## config.mk

```make
export PLATFORM = sky130hd
export DESIGN_NAME = decimal_literal_scanner_flat
export DESIGN_NICKNAME = d
export VERILOG_FILES = /design/src/rtl/dls_pkg.sv /design/src/rtl/dls_if.sv /design/src/rtl/dls_front.sv /design/src/rtl/dls_queue.sv /design/src/rtl/dls_back.sv /design/src/rtl/decimal_literal_scanner.sv /design/src/flat_wrapper.sv
export VERILOG_INCLUDE_DIRS = /design/src /design/src/rtl
export SDC_FILE = /design/constraint.sdc
export NUM_CORES = 1
export LEC_CHECK = 0
export BUFFER_PORTS_ARGS = -buffer_cell sky130_fd_sc_hd__buf_4
export CELL_PAD_IN_SITES_DETAIL_PLACEMENT = 1
export CELL_PAD_IN_SITES_GLOBAL_PLACEMENT = 1
export CORE_MARGIN = 2
export CORE_UTILIZATION = 49
export DETAILED_ROUTE_END_ITERATION = 8
export MAX_ROUTING_LAYER = met4
export PLACE_DENSITY = 0.86
export SLEW_MARGIN = 20
export SYNTH_ARGS = -nofsm -noshare
export SYNTH_HDL_FRONTEND = slang
export SYNTH_SLANG_ARGS = --single-unit
```

## constraint.sdc

```tcl
create_clock -name i_clk -period 6.78 [get_ports i_clk]
set_clock_uncertainty 0.15 [all_clocks]
set_input_delay 1.356 -clock i_clk [delete_from_list [all_inputs] [get_ports i_clk]]
set_output_delay 1.356 -clock i_clk [all_outputs]
set_load 0.05 [all_outputs]
```

## src/rtl/decimal_literal_scanner_assert.svh

```systemverilog
// assertion macros shared by the decimal literal scanner modules
`ifndef DECIMAL_LITERAL_SCANNER_ASSERT_SVH
`define DECIMAL_LITERAL_SCANNER_ASSERT_SVH

// condition that must hold at every clock edge out of reset
`define DLS_ASSERT_ALWAYS(lbl, cond, msg) \
    lbl: assert property (@(posedge i_clk) disable iff (!i_rst_n) (cond)) else $error(msg);

// consequence that must hold in the cycle after the antecedent
`define DLS_ASSERT_NEXT(lbl, ante, cons, msg) \
    lbl: assert property (@(posedge i_clk) disable iff (!i_rst_n) (ante) |=> (cons)) \
        else $error(msg);

`endif

```

## src/rtl/dls_pkg.sv

```systemverilog
// shared types and constants of the decimal literal scanner
package dls_pkg;

    // longest literal that is counted before saturation
    localparam int MAX_LEN = 255;
    localparam int CNT_W   = $clog2(MAX_LEN + 1);

    // reported length width
    localparam int LEN_W = 8;

    // depth of the queue between front and back
    localparam int Q_DEPTH = 2;

    // character classes produced by the front
    typedef enum logic [2:0] {
        CC_DIGIT,
        CC_SIGN,
        CC_POINT,
        CC_EMARK,
        CC_STOP
    } t_char_class;

    // one classified character moving between the parts
    typedef struct packed {
        logic        valid;
        t_char_class cls;
    } t_token;

endpackage

```

## src/rtl/dls_if.sv

```systemverilog
// request channels for text characters and literal results
interface dls_in_if;
    logic       valid;
    logic       ready;
    logic [7:0] ch;
    logic       at_end;

    modport source (output valid, output ch, output at_end, input ready);
    modport sink   (input valid, input ch, input at_end, output ready);
endinterface

interface dls_out_if;
    logic                     valid;
    logic                     ready;
    logic [dls_pkg::LEN_W-1:0] literal_length;
    logic                     length_overflow;

    modport source (output valid, output literal_length, output length_overflow,
                    input ready);
    modport sink   (input valid, input literal_length, input length_overflow,
                    output ready);
endinterface

```

## src/rtl/dls_front.sv

```systemverilog
// front part: accepts character requests and classifies them
module dls_front (
    dls_in_if.sink          i_in,
    input  logic            i_full,
    output dls_pkg::t_token o_push
);

    dls_pkg::t_char_class cls;

    // map the byte to its class, end marker terminates like any stray byte
    always_comb begin
        if (i_in.at_end) begin
            cls = dls_pkg::CC_STOP;
        end else if (i_in.ch >= 8'h30 && i_in.ch <= 8'h39) begin
            cls = dls_pkg::CC_DIGIT;
        end else if (i_in.ch == 8'h2b || i_in.ch == 8'h2d) begin
            cls = dls_pkg::CC_SIGN;
        end else if (i_in.ch == 8'h2e) begin
            cls = dls_pkg::CC_POINT;
        end else if (i_in.ch == 8'h65 || i_in.ch == 8'h45) begin
            cls = dls_pkg::CC_EMARK;
        end else begin
            cls = dls_pkg::CC_STOP;
        end
    end

    // accept whenever the queue has room
    assign i_in.ready   = !i_full;
    assign o_push.valid = i_in.valid && !i_full;
    assign o_push.cls   = cls;

endmodule

```

## src/rtl/dls_queue.sv

```systemverilog
// short queue of classified characters between front and back
module dls_queue (
    input  logic            i_clk,
    input  logic            i_rst_n,
    input  dls_pkg::t_token i_push,
    input  logic            i_pop,
    output logic            o_full,
    output dls_pkg::t_token o_head
);

    `include "decimal_literal_scanner_assert.svh"

    localparam int PTR_W = $clog2(dls_pkg::Q_DEPTH);
    localparam int LVL_W = $clog2(dls_pkg::Q_DEPTH + 1);

    dls_pkg::t_char_class r_mem [dls_pkg::Q_DEPTH];
    logic [PTR_W-1:0]     r_wr_ptr;
    logic [PTR_W-1:0]     r_rd_ptr;
    logic [LVL_W-1:0]     r_level;
    logic                 push;
    logic                 pop;

    assign push   = i_push.valid && !o_full;
    assign pop    = i_pop && (r_level != '0);
    assign o_full = (r_level == LVL_W'(dls_pkg::Q_DEPTH));

    // head entry
    assign o_head.valid = (r_level != '0);
    assign o_head.cls   = r_mem[r_rd_ptr];

    // storage
    always_ff @(posedge i_clk) begin
        if (push) begin
            r_mem[r_wr_ptr] <= i_push.cls;
        end
    end

    // pointers and fill level
    always_ff @(posedge i_clk) begin
        if (!i_rst_n) begin
            r_wr_ptr <= '0;
            r_rd_ptr <= '0;
            r_level  <= '0;
        end else begin
            if (push) begin
                r_wr_ptr <= (r_wr_ptr == PTR_W'(dls_pkg::Q_DEPTH - 1)) ?
                            '0 : r_wr_ptr + PTR_W'(1);
            end
            if (pop) begin
                r_rd_ptr <= (r_rd_ptr == PTR_W'(dls_pkg::Q_DEPTH - 1)) ?
                            '0 : r_rd_ptr + PTR_W'(1);
            end
            if (push && !pop) begin
                r_level <= r_level + LVL_W'(1);
            end else if (pop && !push) begin
                r_level <= r_level - LVL_W'(1);
            end
        end
    end

    `DLS_ASSERT_ALWAYS(a_level_bound, r_level <= LVL_W'(dls_pkg::Q_DEPTH), "queue level past depth")
    `DLS_ASSERT_NEXT(a_level_up, push && !pop, r_level == $past(r_level) + LVL_W'(1), "level not raised")
    `DLS_ASSERT_NEXT(a_level_down, pop && !push, r_level == $past(r_level) - LVL_W'(1), "level not lowered")

endmodule

```

## src/rtl/dls_back.sv

```systemverilog
// back part: literal scan state machine and result register
module dls_back (
    input  logic            i_clk,
    input  logic            i_rst_n,
    input  dls_pkg::t_token i_head,
    output logic            o_pop,
    dls_out_if.source       o_out
);

    `include "decimal_literal_scanner_assert.svh"

    localparam int CNT_W  = dls_pkg::CNT_W;
    localparam int LEN_W  = dls_pkg::LEN_W;
    localparam int WIDE_W = (CNT_W > LEN_W) ? CNT_W : LEN_W;
    localparam logic [CNT_W-1:0] CNT_MAX = CNT_W'(dls_pkg::MAX_LEN);

    typedef enum logic [2:0] {
        PH_START,
        PH_INT,
        PH_FRAC,
        PH_EXPMARK,
        PH_EXPSIGN,
        PH_EXPDIG
    } t_phase;

    t_phase           r_phase, n_phase;
    logic [CNT_W-1:0] r_count, n_count;
    logic             r_mant, n_mant;
    logic [CNT_W-1:0] r_mark_pos, n_mark_pos;
    logic             r_exp_dig, n_exp_dig;
    logic             r_sat, n_sat;
    logic             r_mark_sat, n_mark_sat;
    logic             r_out_valid, n_out_valid;
    logic [LEN_W-1:0] r_len, n_len;
    logic             r_ovf, n_ovf;

    logic             take;
    logic             fits;
    logic             dig, sign, point, emark;
    logic [CNT_W-1:0] res_cnt;
    logic             res_ovf;
    logic [WIDE_W-1:0] res_wide;

    // take a character when the result register can absorb a termination
    assign take  = i_head.valid && (!r_out_valid || o_out.ready);
    assign o_pop = take;

    assign dig   = (i_head.cls == dls_pkg::CC_DIGIT);
    assign sign  = (i_head.cls == dls_pkg::CC_SIGN);
    assign point = (i_head.cls == dls_pkg::CC_POINT);
    assign emark = (i_head.cls == dls_pkg::CC_EMARK);

    // does the character extend the literal
    always_comb begin
        fits       = 1'b0;
        n_phase    = r_phase;
        n_mant     = r_mant;
        n_mark_pos = r_mark_pos;
        n_mark_sat = r_mark_sat;
        n_exp_dig  = r_exp_dig;
        unique case (r_phase)
            PH_START, PH_INT: begin
                if (dig) begin
                    n_mant  = 1'b1;
                    n_phase = PH_INT;
                    fits    = 1'b1;
                end else if (sign && r_phase == PH_START) begin
                    n_phase = PH_INT;
                    fits    = 1'b1;
                end else if (point) begin
                    n_phase = PH_FRAC;
                    fits    = 1'b1;
                end else if (emark && r_mant) begin
                    n_mark_pos = r_count;
                    n_mark_sat = r_sat;
                    n_phase    = PH_EXPMARK;
                    fits       = 1'b1;
                end
            end
            PH_FRAC: begin
                if (dig) begin
                    n_mant = 1'b1;
                    fits   = 1'b1;
                end else if (emark && r_mant) begin
                    n_mark_pos = r_count;
                    n_mark_sat = r_sat;
                    n_phase    = PH_EXPMARK;
                    fits       = 1'b1;
                end
            end
            PH_EXPMARK: begin
                if (sign) begin
                    n_phase = PH_EXPSIGN;
                    fits    = 1'b1;
                end else if (dig) begin
                    n_exp_dig = 1'b1;
                    n_phase   = PH_EXPDIG;
                    fits      = 1'b1;
                end
            end
            PH_EXPSIGN, PH_EXPDIG: begin
                if (dig) begin
                    n_exp_dig = 1'b1;
                    n_phase   = PH_EXPDIG;
                    fits      = 1'b1;
                end
            end
            default: begin
                n_phase = PH_START;
            end
        endcase
    end

    // length at termination: zero without a mantissa digit, backing out a bare exponent mark or sign
    always_comb begin
        if (!r_mant) begin
            res_cnt = '0;
            res_ovf = 1'b0;
        end else if ((r_phase == PH_EXPMARK || r_phase == PH_EXPSIGN) && !r_exp_dig) begin
            res_cnt = r_mark_pos;
            res_ovf = r_mark_sat;
        end else begin
            res_cnt = r_count;
            res_ovf = r_sat;
        end
        res_wide = WIDE_W'(res_cnt);
    end

    // next values of count, saturation flag and result
    always_comb begin
        n_count     = r_count;
        n_sat       = r_sat;
        n_out_valid = r_out_valid && !o_out.ready;
        n_len       = r_len;
        n_ovf       = r_ovf;
        if (take && fits) begin
            if (r_count < CNT_MAX) begin
                n_count = r_count + CNT_W'(1);
            end else begin
                n_sat = 1'b1;
            end
        end
    end

    // scan state and registered result
    always_ff @(posedge i_clk) begin
        if (!i_rst_n) begin
            r_phase     <= PH_START;
            r_count     <= '0;
            r_mant      <= 1'b0;
            r_mark_pos  <= '0;
            r_exp_dig   <= 1'b0;
            r_sat       <= 1'b0;
            r_mark_sat  <= 1'b0;
            r_out_valid <= 1'b0;
        end else if (take && !fits) begin
            r_phase     <= PH_START;
            r_count     <= '0;
            r_mant      <= 1'b0;
            r_mark_pos  <= '0;
            r_exp_dig   <= 1'b0;
            r_sat       <= 1'b0;
            r_mark_sat  <= 1'b0;
            r_out_valid <= 1'b1;
            r_len       <= res_wide[LEN_W-1:0];
            r_ovf       <= res_ovf;
        end else begin
            if (take) begin
                r_phase    <= n_phase;
                r_mant     <= n_mant;
                r_mark_pos <= n_mark_pos;
                r_exp_dig  <= n_exp_dig;
                r_mark_sat <= n_mark_sat;
                r_count    <= n_count;
                r_sat      <= n_sat;
            end
            r_out_valid <= n_out_valid;
            r_len       <= n_len;
            r_ovf       <= n_ovf;
        end
    end

    assign o_out.valid           = r_out_valid;
    assign o_out.literal_length  = r_len;
    assign o_out.length_overflow = r_ovf;

    `DLS_ASSERT_ALWAYS(a_count_bound, r_count <= CNT_MAX, "count past saturation limit")
    `DLS_ASSERT_ALWAYS(a_sat_at_max, !r_sat || r_count == CNT_MAX, "saturated below limit")
    `DLS_ASSERT_ALWAYS(a_mark_bound, r_mark_pos <= r_count, "exponent mark beyond count")

endmodule

```

## src/rtl/decimal_literal_scanner.sv

```systemverilog
// decimal literal scanner: one character request per cycle, one length per terminating character
// throughput: one character per cycle, until a result waits unread and the queue fills
// result path: a terminating character is written into the queue, then the back part takes
//   it from the queue head and loads the result register once no earlier result waits unread
// reset: synchronous active low, empties the queue, clears the scan and drops the result
module decimal_literal_scanner (
    input  logic      i_clk,
    input  logic      i_rst_n,
    dls_in_if.sink    i_in,
    dls_out_if.source o_out
);

    dls_pkg::t_token push;
    dls_pkg::t_token head;
    logic            full;
    logic            pop;

    // classify incoming characters
    dls_front u_front (
        .i_in   (i_in),
        .i_full (full),
        .o_push (push)
    );

    // decouple classification from the scan
    dls_queue u_queue (
        .i_clk   (i_clk),
        .i_rst_n (i_rst_n),
        .i_push  (push),
        .i_pop   (pop),
        .o_full  (full),
        .o_head  (head)
    );

    // run the scan and hold the result
    dls_back u_back (
        .i_clk   (i_clk),
        .i_rst_n (i_rst_n),
        .i_head  (head),
        .o_pop   (pop),
        .o_out   (o_out)
    );

endmodule
```

## src/flat_wrapper.sv

```systemverilog
// flat-port wrapper written by rule: the top's interface ports become plain ports
module decimal_literal_scanner_flat 
  (i_clk, i_rst_n, i_in_valid, i_in_ch, i_in_at_end, i_in_ready, o_out_valid, o_out_literal_length, o_out_length_overflow, o_out_ready);
  dls_in_if i_in_i ();
  dls_out_if o_out_i ();
  input  logic i_clk;
  input  logic i_rst_n;
  input wire logic [$bits(i_in_i.valid)-1:0] i_in_valid;
  input wire logic [$bits(i_in_i.ch)-1:0] i_in_ch;
  input wire logic [$bits(i_in_i.at_end)-1:0] i_in_at_end;
  output wire logic [$bits(i_in_i.ready)-1:0] i_in_ready;
  output wire logic [$bits(o_out_i.valid)-1:0] o_out_valid;
  output wire logic [$bits(o_out_i.literal_length)-1:0] o_out_literal_length;
  output wire logic [$bits(o_out_i.length_overflow)-1:0] o_out_length_overflow;
  input wire logic [$bits(o_out_i.ready)-1:0] o_out_ready;
  assign i_in_i.valid = i_in_valid;
  assign i_in_i.ch = i_in_ch;
  assign i_in_i.at_end = i_in_at_end;
  assign i_in_ready = i_in_i.ready;
  assign o_out_valid = o_out_i.valid;
  assign o_out_literal_length = o_out_i.literal_length;
  assign o_out_length_overflow = o_out_i.length_overflow;
  assign o_out_i.ready = o_out_ready;
  decimal_literal_scanner u_core (.i_clk(i_clk), .i_rst_n(i_rst_n), .i_in(i_in_i), .o_out(o_out_i));
endmodule
```

---- Word-level counts from Yosys, hierarchy flattened ----
Memory sizes are Yosys's and may differ from the RTL's. A register that Yosys moved wholly into a read port is not among the register bits.
Cells that the tools add are included.
storage, ports and cells
  flip-flop bits (word level) ............. 37
  bits in latches ......................... 0
  RAM bits ................................ 6
  bits in read-only memories .............. 0
  bits of input ports ..................... 13
  logic and storage cells ................. 131
  memories ................................ 1
memories
  name                  words  width  rd ports  clocked after memory_dff  write ports  line             text
  u_core.u_queue.r_mem  2      3      1         1                         1            dls_queue.sv:16  dls_pkg::t_char_class r_mem [dls_pkg::Q_DEPTH];
cells by class
  add/subtract/negate cells ............... 5
  multipliers ............................. 0
  div/mod/pow operators ................... 0
  $lt $le $gt $ge ......................... 3
  eq/ne operators ......................... 19
  shift-type cells ........................ 0
  multiplexer cells ....................... 47
  bitwise gates (word level) .............. 2
  reductions and logical operators ........ 41
operators by type and width
  cell                 number
  $mux 8               6
  $mux 3               12
  $eq 8x6->1 const B   3
  $mux 1               22
  $eq 8x7->1 const B   2
  $pmux 8 s2           1
  $logic_and 1x1->1    13
  $eq 3x2->1 const B   4
  $pmux 3 s4           1
  $reduce_and 3->1     4
  $ne 2x2->1 const B   5
  $add 8x1->8 const B  1
  $ge 8x6->1 const B   1
  $le 8x6->1 const B   1
  $lt 8x8->1 const B   1
  $reduce_bool 2->1    4
  $logic_not 1->1      7
  $eq 3x1->1 const B   2
  $eq 3x3->1 const B   2
  $logic_not 3->1      2
  $reduce_and 6->1     1
  $reduce_or 2->1      3
  $logic_or 1x1->1     4
  $mux 2               2
  9 further kinds      13

---- Longest topological paths before layout ----
  depth in word-level cells ............... 10
  mapped depth ............................ 8
  gate-level depth less buffers ........... 7

---- By module ----
Synthesis repeated with hierarchy kept, for this count alone.
second synthesis, totals
  cells, all modules ...................... 242
  area total of the unflattened synthesis .. 2289.7 µm²
modules (own cells, without submodules)
  module     times used  cells each  area an instance (µm²)
  dls_back   1           187         1704.1
  dls_queue  1           35          444.2
  dls_front  1           20          141.4

---- Worst setup path before layout ----
Ideal clock, no wire load.
  path kind ............................... in2reg
  from .................................... input port o_out_ready
  to ...................................... register u_core.u_back.r_ovf, in the netlist u_core.u_back.o_out.length_overflow (enable)
  setup time .............................. 389 ps
  arrival time ............................ 2742 ps
  data required time ...................... 6241 ps
  slack ................................... 3499 ps
  stages .................................. 5
  buffers on the path ..................... 1
  cell sequence ........................... nand2b_1 o21a_1 inv_1 clkbuf_1 nor3b_1
between the ends
  longest elaborated chain between the ends .. 4
ends and longest elaborated chain
  item                               line                text
  from (decl)                        flat_wrapper.sv:15  input wire logic [$bits(o_out_i.ready)-1:0] o_out_ready;
  $logic_or 1x1->1                   dls_back.sv:45      assign take = i_head.valid && (!r_out_valid || o_out.ready);
  $logic_and 1x1->1                  dls_back.sv:45
  $logic_and 1x1->1                  dls_back.sv:156     end else if (take && !fits) begin
  $reduce_and 2->1 (no source line)  n/a
  to (signal assigned)               dls_back.sv:166     r_ovf <= res_ovf;
  to (signal assigned)               dls_back.sv:179     r_ovf <= n_ovf;
  to (decl)                          dls_back.sv:35      logic r_ovf, n_ovf;
No other way between the ends.
A chain may end at the register's enable or synchronous reset.

---- Worst setup path in the final report ----
  from .................................... input port o_out_ready
  to ...................................... register u_core.u_back.r_mark_pos[2]
between the ends
  longest elaborated chain between the ends .. 4
  elaborated cells between the ends (all ways) .. 5
ends and longest elaborated chain
  item                              line             text
  $logic_or 1x1->1 (*)              dls_back.sv:45
  $logic_and 1x1->1 (*)             dls_back.sv:45
  $logic_and 1x1->1                 dls_back.sv:156
  $reduce_or 2->1 (no source line)  n/a
  to (signal assigned)              dls_back.sv:171  r_mark_pos <= n_mark_pos;
  to (decl)                         dls_back.sv:29   logic [CNT_W-1:0] r_mark_pos, n_mark_pos;
Mark *: on every way between the ends. The rest lies on a longest branch, timed or not.

==> results.py <==
metrics = {
    "cts": {
        "postCtsResizedCells": 0,
        "postCtsSetupBuffers": 0,
        "cts_root_buf": "clkbuf_8",
        "cts_hold_buf": 0,
        "clkLatencyLatePin_ps": 310,
        "htree_levels": 2,
        "numCtsBuffers": 5,
        "cts_sinks": 44,
        "cts_buffer_depth": 2,
        "clk_pin_slew_ps": 90,
        "cts_tree": "yes",
    },
    "floorplan": {
        "placementRows": 24,
        "die_h_um": 72.5,
        "coreArea_um2": 4440,
        "die_w_um": 72.5,
        "die-area_um2": 5250,
        "start_util_pct": 51.7,
        "ioPinCount": 24,
    },
    "setup_path": {
        "worstSetupPathType": "in -> reg",
        "ff2ff_path_depth": 7,
        "critPathBufInv": 2,
        "crit_slowest_cell": "nand3b_1",
        "cp-endpoint": "u_core.u_back.r_mark_pos[2]",
        "path_depth": 8,
        "r2r-end": "u_core.u_back.r_mark_pos[2]",
        "critPathLaunchType": "input port",
        "path_delay_family": "simple AND/OR/NAND/NOR gates",
        "max_stage_delay_ps": 500,
        "crit_required_ps": 6830,
        "crit_arrival_ps": 3320,
        "worstSetupStartpoint": "o_out_ready",
        "path_cells": "buf_4 > nand2b_1 > o21a_1 > inv_1 > nor2_1 > nand3b_1 > mux2i_1 > nor2_1",
        "path_max_fanout": 11,
        "r2r_slack_ps": 3910,
        "critPathCaptureType": "register",
        "cp_common_cell": "nor2_1",
    },
    "global_route": {
        "grt_max_degree": 18,
        "antenna_found_initial": 0,
        "globalRouteMet1Util_pct": 30.0,
        "grt_pass1_vias": 1849,
        "met3_usage_pct": 4.17,
        "grt_usage_pct": 23.6,
        "busiest_layer": "met2",
        "grt_use_met2_pct": 38.6,
        "grt_overflow": 0,
        "grt_first_pass_wirelength_um": 9210,
    },
    "sta": {
        "relSlewSlack_pct": 47.8,
        "rsz0062_at_grt": "false",
        "fin_setup_tns_ps": 0,
        "finalHoldViolCount": 0,
        "worstMarginPinSlew_ps": 778,
        "period_minus_slack_ps": 3270,
        "setup_viol": 0,
        "fmax_ghz": 0.306,
        "slew_viol_final": 0,
        "min_period_over_period_pct": 48.2,
        "setup_ws_ps": 3510,
    },
    "status": {
        "status": "completed",
    },
    "layout": {
        "fin_area_um2": 2600,
        "area_growth_pct": 13.2,
        "fillCellCount": 519,
        "num_antenna_cells": 0,
        "fin_cells": 306,
        "num-nets-final": 268,
        "drive_above_1_share_pct": 18.9,
    },
    "yosys": {
        "synth_most_common_cell": "dfxtp_1",
        "yosys-top-cells-count": "dfxtp_1, mux2i_1, nor2_1, edfxtp_1, o21ai_0",
        "synth.net_count": 249,
        "synth_top_area_share_pct": 25.3,
        "post-synth-top-area-cell": "dfxtp_1",
        "synth_top_flop_cell": "dfxtp_1",
        "synthesis.area_um2": 2300,
        "syn_area_per_cell_um2": 9.82,
        "ys_seq_area_share_pct": 44.9,
        "synthArstFlopShare_pct": 0,
        "yosys-top-cells-area": "dfxtp_1, edfxtp_1, mux2i_1",
        "synth_cell_types": 56,
        "ys_seq_elements": 44,
        "yosysWarnings": 0,
        "synth-edff-count": 15,
        "syn_inst": 234,
    },
    "pwr": {
        "p_per_area_nw_per_um2": 311,
        "ir_drop_mv": 0.165,
        "p_leak_nw": 0.912,
    },
    "routing": {
        "finalWirelength_um": 5450,
        "drc": 0,
        "route.vias.total": 1840,
        "ant_nets": 0,
        "via_per_inst": 6.01,
        "drt_iter0_drc": 103,
        "drt-wirelength-per-cell_um": 17.8,
        "dr.pass1.iters": 4,
    },
    "place": {
        "place_area_um2": 2480,
        "port_buffers": 23,
        "pre_cts_ws_ps": 3010,
        "place_inst": 298,
        "dpl.hpwl_um": 3850,
        "gp_congestion": 0.796,
    },
    "flow_run": {
        "drv_cap": 0,
    },
    "hold_path": {
        "hold_class": "reg -> reg",
    },
}
[placed cells by master (no fill, tap or decap), types with 3 or more instances in the layout]
cell	netlist	layout
dfxtp_1	29	29
buf_4	0	24
nor2_1	19	19
mux2i_1	19	19
o21ai_0	15	15
edfxtp_1	15	15
nand2_1	12	12
nor2b_1	12	12
a21oi_1	10	9
o21a_1	6	6
and2_1	6	6
nor3_1	6	6
inv_1	5	5
a31oi_1	5	5
clkbuf_8	0	5
nand3_1	4	4
and3_1	3	3
or3_1	3	3
nand4_1	3	3
o31ai_1	3	3
[power by group]
group          internal (mW)  switching, mW
Clock                  0.111          0.101
Sequential             0.308         0.0350
Combinational         0.0899          0.164
[cell families (layout without fill, tap and decap cells)]
logic type | count (synthesis) | count (layout) | synth area share (%)
buffers and inverters | 17 | 37 | 3.70
DFF | 44 | 44 | 44.9
muxes | 21 | 21 | 9.37
AOI/OAI and AO/OA | 59 | 59 | 17.3
and+or+nand+nor | 87 | 87 | 22.1
adders and majority gates | 2 | 2 | 1.09
xor gates and xnor gates | 4 | 4 | 1.53
[how the worst min path moves through the flow]
stage | from | endpoint | cells past startpoint
global placement | u_core.u_back.r_exp_dig | u_core.u_back.r_exp_dig | 2
finish | u_core.u_back.r_mark_pos[0] | u_core.u_back.r_mark_pos[0] | 2
floorplan | u_core.u_back.r_exp_dig | u_core.u_back.r_exp_dig | 2
CTS | u_core.u_back.r_exp_dig | u_core.u_back.r_exp_dig | 2
global route | u_core.u_back.r_sat | u_core.u_back.r_sat | 1
detailed placement | u_core.u_back.r_exp_dig | u_core.u_back.r_exp_dig | 2
[layer usage]
layer | wire [um] | part of all wire, % | vias up
met5 | 0 | 0 | -
met3 | 132 | 2.4 | 10
li1 | - | - | 897
met2 | 2630 | 48 | 28
met1 | 2610 | 48 | 905
met4 | 82 | 1.5 | 0
[cell type report]
cell class	instances	area, um2	area share [%]
clock buffers	5	68.8	2.65
clock inverters	3	46.3	1.78
inverters	5	18.8	0.722
multi-input cells	173	1190	45.8
flip-flops and latches	44	1030	39.7
well taps	52	65.1	2.50
repair buffers	24	180	6.93
[through the flow]
stage,power [mW],hold slack [ps],util [%]
after floorplan,0.537,288,-
after global placement,0.588,307,55.7
after detailed placement,0.599,319,55.7
after CTS,0.812,340,58.3
after global routing,0.846,401,58.5
final,0.809,365,58.5
[worst min-delay path, delay by kind of cell, from the launching register on]
family | cells | cell delay (ps)
flops | 1 | 340
mux | 1 | 70
simple gates | 1 | 70
[flip-flops by register name, indices dropped and copies added, names as in the netlist, named ones only]
| register | cells |
|---|---|
| u_core.u_back.o_out.literal_length | 8 |
| u_core.u_back.r_count | 8 |
| u_core.u_back.r_mark_pos | 8 |
| u_core.u_queue.r_mem | 6 |
| u_core.u_back.r_phase | 3 |
| u_core.u_queue.r_level | 2 |
| u_core.u_back.o_out.length_overflow | 1 |
| u_core.u_back.o_out.valid | 1 |
| u_core.u_back.r_exp_dig | 1 |
| u_core.u_back.r_mant | 1 |
| u_core.u_back.r_mark_sat | 1 |
| u_core.u_back.r_sat | 1 |
| u_core.u_queue.r_rd_ptr | 1 |
| u_core.u_queue.r_wr_ptr | 1 |
No activity file was read; power rests on OpenSTA's default activity.
